**src/rtl/assert_macros.svh**
```systemverilog
// assertion helpers for the allocator
`ifndef ASSERT_MACROS_SVH
`define ASSERT_MACROS_SVH
// property that holds at every clock edge outside reset
`define ASSERT_CLK(lbl, clk, rst_n, prop, msg) \
  lbl: assert property (@(posedge clk) disable iff (!rst_n) (prop)) else $error(msg);
// implication whose consequent is checked in the next cycle
`define ASSERT_NEXT(lbl, clk, rst_n, pre, post, msg) \
  lbl: assert property (@(posedge clk) disable iff (!rst_n) (pre) |=> (post)) else $error(msg);
`endif

```
**src/rtl/bpa_pkg.sv**
```systemverilog
package bpa_pkg;
  localparam int unsigned Pages       = 4096;
  localparam int unsigned DirectPages = 1024;
  localparam int unsigned PageShift   = 12;
  localparam int unsigned Words       = Pages / 64;
  localparam int unsigned WordW       = $clog2(Words);
  localparam int unsigned DirWord     = DirectPages / 64;

  typedef enum logic [2:0] {
    CMD_ANY     = 3'd0,
    CMD_NAMED   = 3'd1,
    CMD_RUN     = 3'd2,
    CMD_FREE    = 3'd3,
    CMD_RESERVE = 3'd4
  } cmd_e;

  typedef enum logic [1:0] {
    REG_R0_FIRST = 2'd0,
    REG_R0_END   = 2'd1,
    REG_R1_FIRST = 2'd2,
    REG_R1_END   = 2'd3
  } reg_e;

  typedef enum logic [3:0] {
    ST_IDLE, ST_CLEAR, ST_DECODE, ST_RD, ST_MOD, ST_SCAN_RD, ST_SCAN,
    ST_RUN_RD, ST_RUN, ST_BACK_RD, ST_BACK, ST_DONE
  } state_e;

  // memory port request from the controller
  typedef struct packed {
    logic             rd;
    logic             wr;
    logic [WordW-1:0] addr;
    logic [63:0]      wdata;
  } mem_req_t;
endpackage

```
**src/rtl/bpa_bitmap_ram.sv**
```systemverilog
module bpa_bitmap_ram
  import bpa_pkg::*;
(
  input  logic        clk_i,
  input  mem_req_t    req_i,
  output logic [63:0] rdata_o
);
  logic [63:0] mem_q [Words];

  // one write port, registered read
  always_ff @(posedge clk_i) begin
    if (req_i.wr) begin
      mem_q[req_i.addr] <= req_i.wdata;
    end
    if (req_i.rd) begin
      rdata_o <= mem_q[req_i.addr];
    end
  end
endmodule

```
**config.mk**
```make
export PLATFORM = sky130hd
export DESIGN_NAME = bpa_bitmap_ram
export DESIGN_NICKNAME = d
export VERILOG_FILES = /design/src/rtl/assert_macros.svh /design/src/rtl/bpa_pkg.sv /design/src/rtl/bpa_bitmap_ram.sv
export SDC_FILE = /design/constraint.sdc
export NUM_CORES = 2
export LEC_CHECK = 0
export ABC_AREA = 0
export BUFFER_PORTS_ARGS = -buffer_cell sky130_fd_sc_hd__buf_4
export CAP_MARGIN = 15
export CELL_PAD_IN_SITES_DETAIL_PLACEMENT = 2
export CELL_PAD_IN_SITES_GLOBAL_PLACEMENT = 2
export CORE_UTILIZATION = 41
export DETAILED_ROUTE_END_ITERATION = 8
export GPL_TIMING_DRIVEN = 0
export PLACE_DENSITY = 0.67
export REMOVE_ABC_BUFFERS = 1
export SKIP_CTS_REPAIR_TIMING = 1
export SYNTH_ARGS = -nofsm -noshare
export SYNTH_HDL_FRONTEND = slang
export SYNTH_SLANG_ARGS = --single-unit
export TNS_END_PERCENT = 30
```
**constraint.sdc**
```tcl
create_clock -name clk_i -period 9.07 [get_ports clk_i]
set_input_delay 0 -clock clk_i [delete_from_list [all_inputs] [get_ports clk_i]]
set_output_delay 0 -clock clk_i [all_outputs]
set_load 0.01 [all_outputs]
```
; Word level (Yosys, flattened, before mapping)
; Memories as Yosys holds them, arrays and structs flattened. A register that Yosys moved wholly into a read port is not among the register bits.
; Index checks and enable logic that the tools add are counted.
[word_totals]
ramBits = 4096
mem_count = 1
output_inout_bits = 64
rom_bits = 0
reg_bits = 0
latchBits = 0
[mem_list]
columns = memory, words, word_bits, rd, rd_ports_with_merged_regs, wr, line
row1 = mem_q, 64, 64, 1, 1, 1, bpa_bitmap_ram.sv:8  ; logic [63:0] mem_q [Words];
[classes]
n_reduce_logical = 0
bitwise = 0
muxes = 2
div = 0
magnitude_cmp = 0
multipliers = 0
n_eq_ne = 0
n_addsub = 0
shift = 0
[op_table]
columns = cell, count
row1 = $mux 1, 2

; Logic depth before layout (Yosys ltp)
[logic_depth]
depth_word = 2
depth_mapped = 11
depth_no_buf = 6

; Worst setup path after synthesis
; No wires, ideal clock.
[synth_path]
kind = input -> register
start = in req_i[66] (netlist name)
end = mem mem_q[15][0], enable pin
n_path_buf = 7
setup_slack_ns = 4.567
arrival_time_ns = 4.016
stages = 9
setup_time_ns = 0.487
path_cell_list = buf_4 -> buf_6 -> buf_4 -> buf_4 -> buf_4 -> buf_4 -> buf_2 -> nand3_1 -> nor2_1
[synth_rtl]
columns = element, line
row1 = "start, declared", bpa_bitmap_ram.sv:5  ; input mem_req_t req_i,
row2 = "end, declared", bpa_bitmap_ram.sv:8
; Straight into the memory's write port.

; Worst setup path in the final report
[layout_path]
start = in req_i[64] (netlist name)
end = mem mem_q[45][30], enable pin
; Straight into the memory's write port.

==> impl_results.md <==
- Final period utilization: 0.543
- Mapped Cells: 8619
- Final Setup Violations: 0
- Slew Limit Fails: 0
- Vias in the first global route: 105000
- M1 GR Usage: 0.396
- EDFF count, synth: 4160
- Ordered list of cells on the worst path: dlygate4sd3_1, buf_8, buf_16, buf_16, nor2b_4, buf_12, buf_12, nand3_1, nor2_4, buf_12, buf_12, buf_12
- FF+latch count, synth: 4160
- Worst hold slack: -0.0156 ns
- RSZ-0062 raised after global routing: false
- Nets: 9115
- CP arrival: 5.61 ns
- Num CTS Buffers: 439
- DRT Wirelength: 644000 µm
- Most Frequent Cell on Critical Path: buf_12
- Post-synthesis sequential area ratio: 0.800
- First-pass GRT wire length: 877000 µm
- Max-cap violation count: 0
- Initial Utilization: 0.412
- Die H: 619 µm
- Yosys Warn Count: 0
- Layout cell share with drive strength beyond 1: 0.164
- Net Sw Frac: 0.238
- F_max: 203 MHz
- Die X-Extent: 619 µm
- Avg Vias per Cell: 6.80
- Psw: 10000 µW
- Busiest layer in global routing: met2
- Grt ovf: 0
- CTS tree: done
- Min Tclk post-route: 4.92 ns
- Top Family by Delay on Critical Path: buffers and inverters
- Power share of the clock group: 0.434
- Critical-path maximum fanout: 100
- Clock transition at path regs: 0.07 ns
- All-layer global routing usage: 0.329
- Lkg Pwr: 0.0577 µW
- Comb pwr share: 0.057
- Avg Cell Area, Syn: 18.1 µm²
- Async S/R FF share, synth: 0
- CP startpoint kind: input pin
- Placed Cells incl. Taps: 13500
- DR pass1 iterations: 6
- PortBufs: 136
- Setup TNS Final: 0 ns
- Post-synthesis cell area: 156000 µm²
- # clock sinks: 4160
- Worst hold path type: in -> reg
- Fillers: 33600
- Remaining routing DRC violations: 0
- Number of routed nets with antenna violations: 0
- Crit-path slowest cell: nor2_4
- GR met2 Demand/Resource: 0.568
- Multi-input gate area: 28900 µm²
- H-tree depth: 5
- Status: complete, but fails checks
- CP max stage delay: 0.93 ns
- Flop pwr share: 0.510
- Largest net degree at the start of global routing: 101
- IO Pins: 137
- Reg area: 125000 µm²
- DR vias: 98100
- Root Driver: clkbuf_16
- Core area: 379000 µm²
- Max_slew headroom: 0.184
- Final std cells w/o fill: 14400
- Clock skew: 0.0498 ns
- Gp weighted congestion: 0.712
- DRT iter0 DRCs: 12500
- Worst-skew pair later-pin latency: 1.03 ns
- DP HPWL: 381000 µm
- Int Power: 32000 µW
- Clock buffer depth: 4
- DIE AREA: 383000 µm²
- Ys flop type: edfxtp_1
- Library cells used by synthesis: 56
- Max IR drop VDD: 0.176 mV
- Buf+Inv Stages, Crit Path: 9
- Power density over the cells: 227 nW/µm²
- Crit path capture type: flip-flop
- Final core occ: 0.488
- Synth-to-Final Area Change: 18.4%
- Avg WL per Cell: 44.6 µm
- Violated checks: hold timing
- Worst Tran Pin Value: 1.22 ns
- Required time worst endpoint: 9.76 ns
- Num rows: 226
- Crit Path Class: in -> reg
- Final hold violations: 4
- Initial antenna violation count: 22
- Met3 Use GR: 0.0581
[sequential cells by signal, summed over array words and instances (netlist names)]
register / cells
rdata_o: 64
mem_q: 4096
[synthesized netlist by cell type, types with 6 or more instances]
cell type     n  area (µm²)
nor4_1       58         363
or3_1         7        43.8
o221ai_1     13         114
nor2b_1       8        50.1
mux2_2      203        2290
a22oi_1     684        5130
a21oi_1     210        1050
o22ai_1     506        3170
o2111a_1     30         338
a22o_1        6        52.6
a222oi_1     28         280
a221o_1      30         300
buf_4        23         173
mux2i_1     337        3370
a311oi_1     27         236
a211oi_1     33         248
nor2_1      301        1130
nand4_1      36         225
buf_6         8        90.1
nand2_1     311        1170
o21ai_0     139         696
clkbuf_1    280        1050
buf_2       253        1270
o2111ai_1    27         236
nor3_1       24         120
mux4_2       63        1420
nand3b_1     30         225
a221oi_1    636        5570
nand3_1       7        35.0
buf_1        91         342
edfxtp_1   4160      125000
[logic make-up after synthesis]
group           synth area share
compound gates             0.113
mux                       0.0454
simple gates              0.0227
buf+inv                   0.0188
flops                      0.800
[cell usage in the layout, fill, tap and decap left out, types with 107 or more instances in the layout]
cell / synthesis / layout
a221oi_1: 636 / 636
nand2_1: 311 / 294
buf_4: 23 / 132
clkbuf_16: 0 / 448
buf_12: 0 / 313
clkbuf_1: 280 / 107
a21oi_1: 210 / 210
mux2_2: 203 / 203
o21ai_0: 139 / 139
nor2_1: 301 / 233
o22ai_1: 506 / 506
edfxtp_1: 4160 / 4160
mux2i_1: 337 / 337
a22oi_1: 684 / 684
[power by group through the flow]
stage / clock network (µW) / logic (µW) / registers (µW)
6_report: 18200 / 2380 / 21400
3_3_place_gp: 0 / 2280 / 21800
4_1_cts: 18300 / 2320 / 21400
2_1_floorplan: 0 / 888 / 21800
5_1_grt: 18800 / 2430 / 21400
3_5_place_dp: 0 / 2260 / 21800
[worst reg2reg max path, delay by kind of cell, from the launching register on]
family          cells  cell delay, ns
simple gates        1            0.52
mux                 1            0.24
compound gates      4            1.07
flops               1            0.42
[stage by stage]
step	setup slack [ns]	hold WS [ns]	cell area [µm²]	power, µW
2_1_floorplan	-7.37	0.0989	153000	22700
3_3_place_gp	-77.48	0.413	160000	24100
3_5_place_dp	3.38	0.412	170000	24100
4_1_cts	4.38	-0.594	184000	42000
5_1_grt	4.24	0.0107	185000	42700
6_report	4.15	-0.0156	185000	42000
[routing by layer]
| layer | wire, µm | up-vias | share of wire |
|---|---|---|---|
| li1 | - | 37200 | - |
| met1 | 231000 | 52700 | 0.36 |
| met2 | 322000 | 6401 | 0.50 |
| met3 | 53500 | 1832 | 0.083 |
| met4 | 37200 | 10 | 0.058 |
| met5 | 63 | - | 0.000098 |
[final cells by class]
class,count,area share
well taps,5016,0.0339
diodes,9,0.000122
inverters,3,0.000169
repair buffers,637,0.0590
clock inverters,252,0.0117
clock buffers,555,0.0628
multi-input cells,3801,0.157
flip-flops and latches,4160,0.676
[final timing paths]
check	start	endpoint	slack, ns	cells after the start
worst max register to register	mem_q[57][20]	rdata_o[20]	6.33	6
worst min register to register	mem_q[18][39]	rdata_o[39]	0.78	4
worst min-delay path	req_i[71]	rdata_o[2]	-0.02	2
worst max-delay path	req_i[64]	mem_q[45][30]	4.15	12
Power figures use the tool's default switching activity.
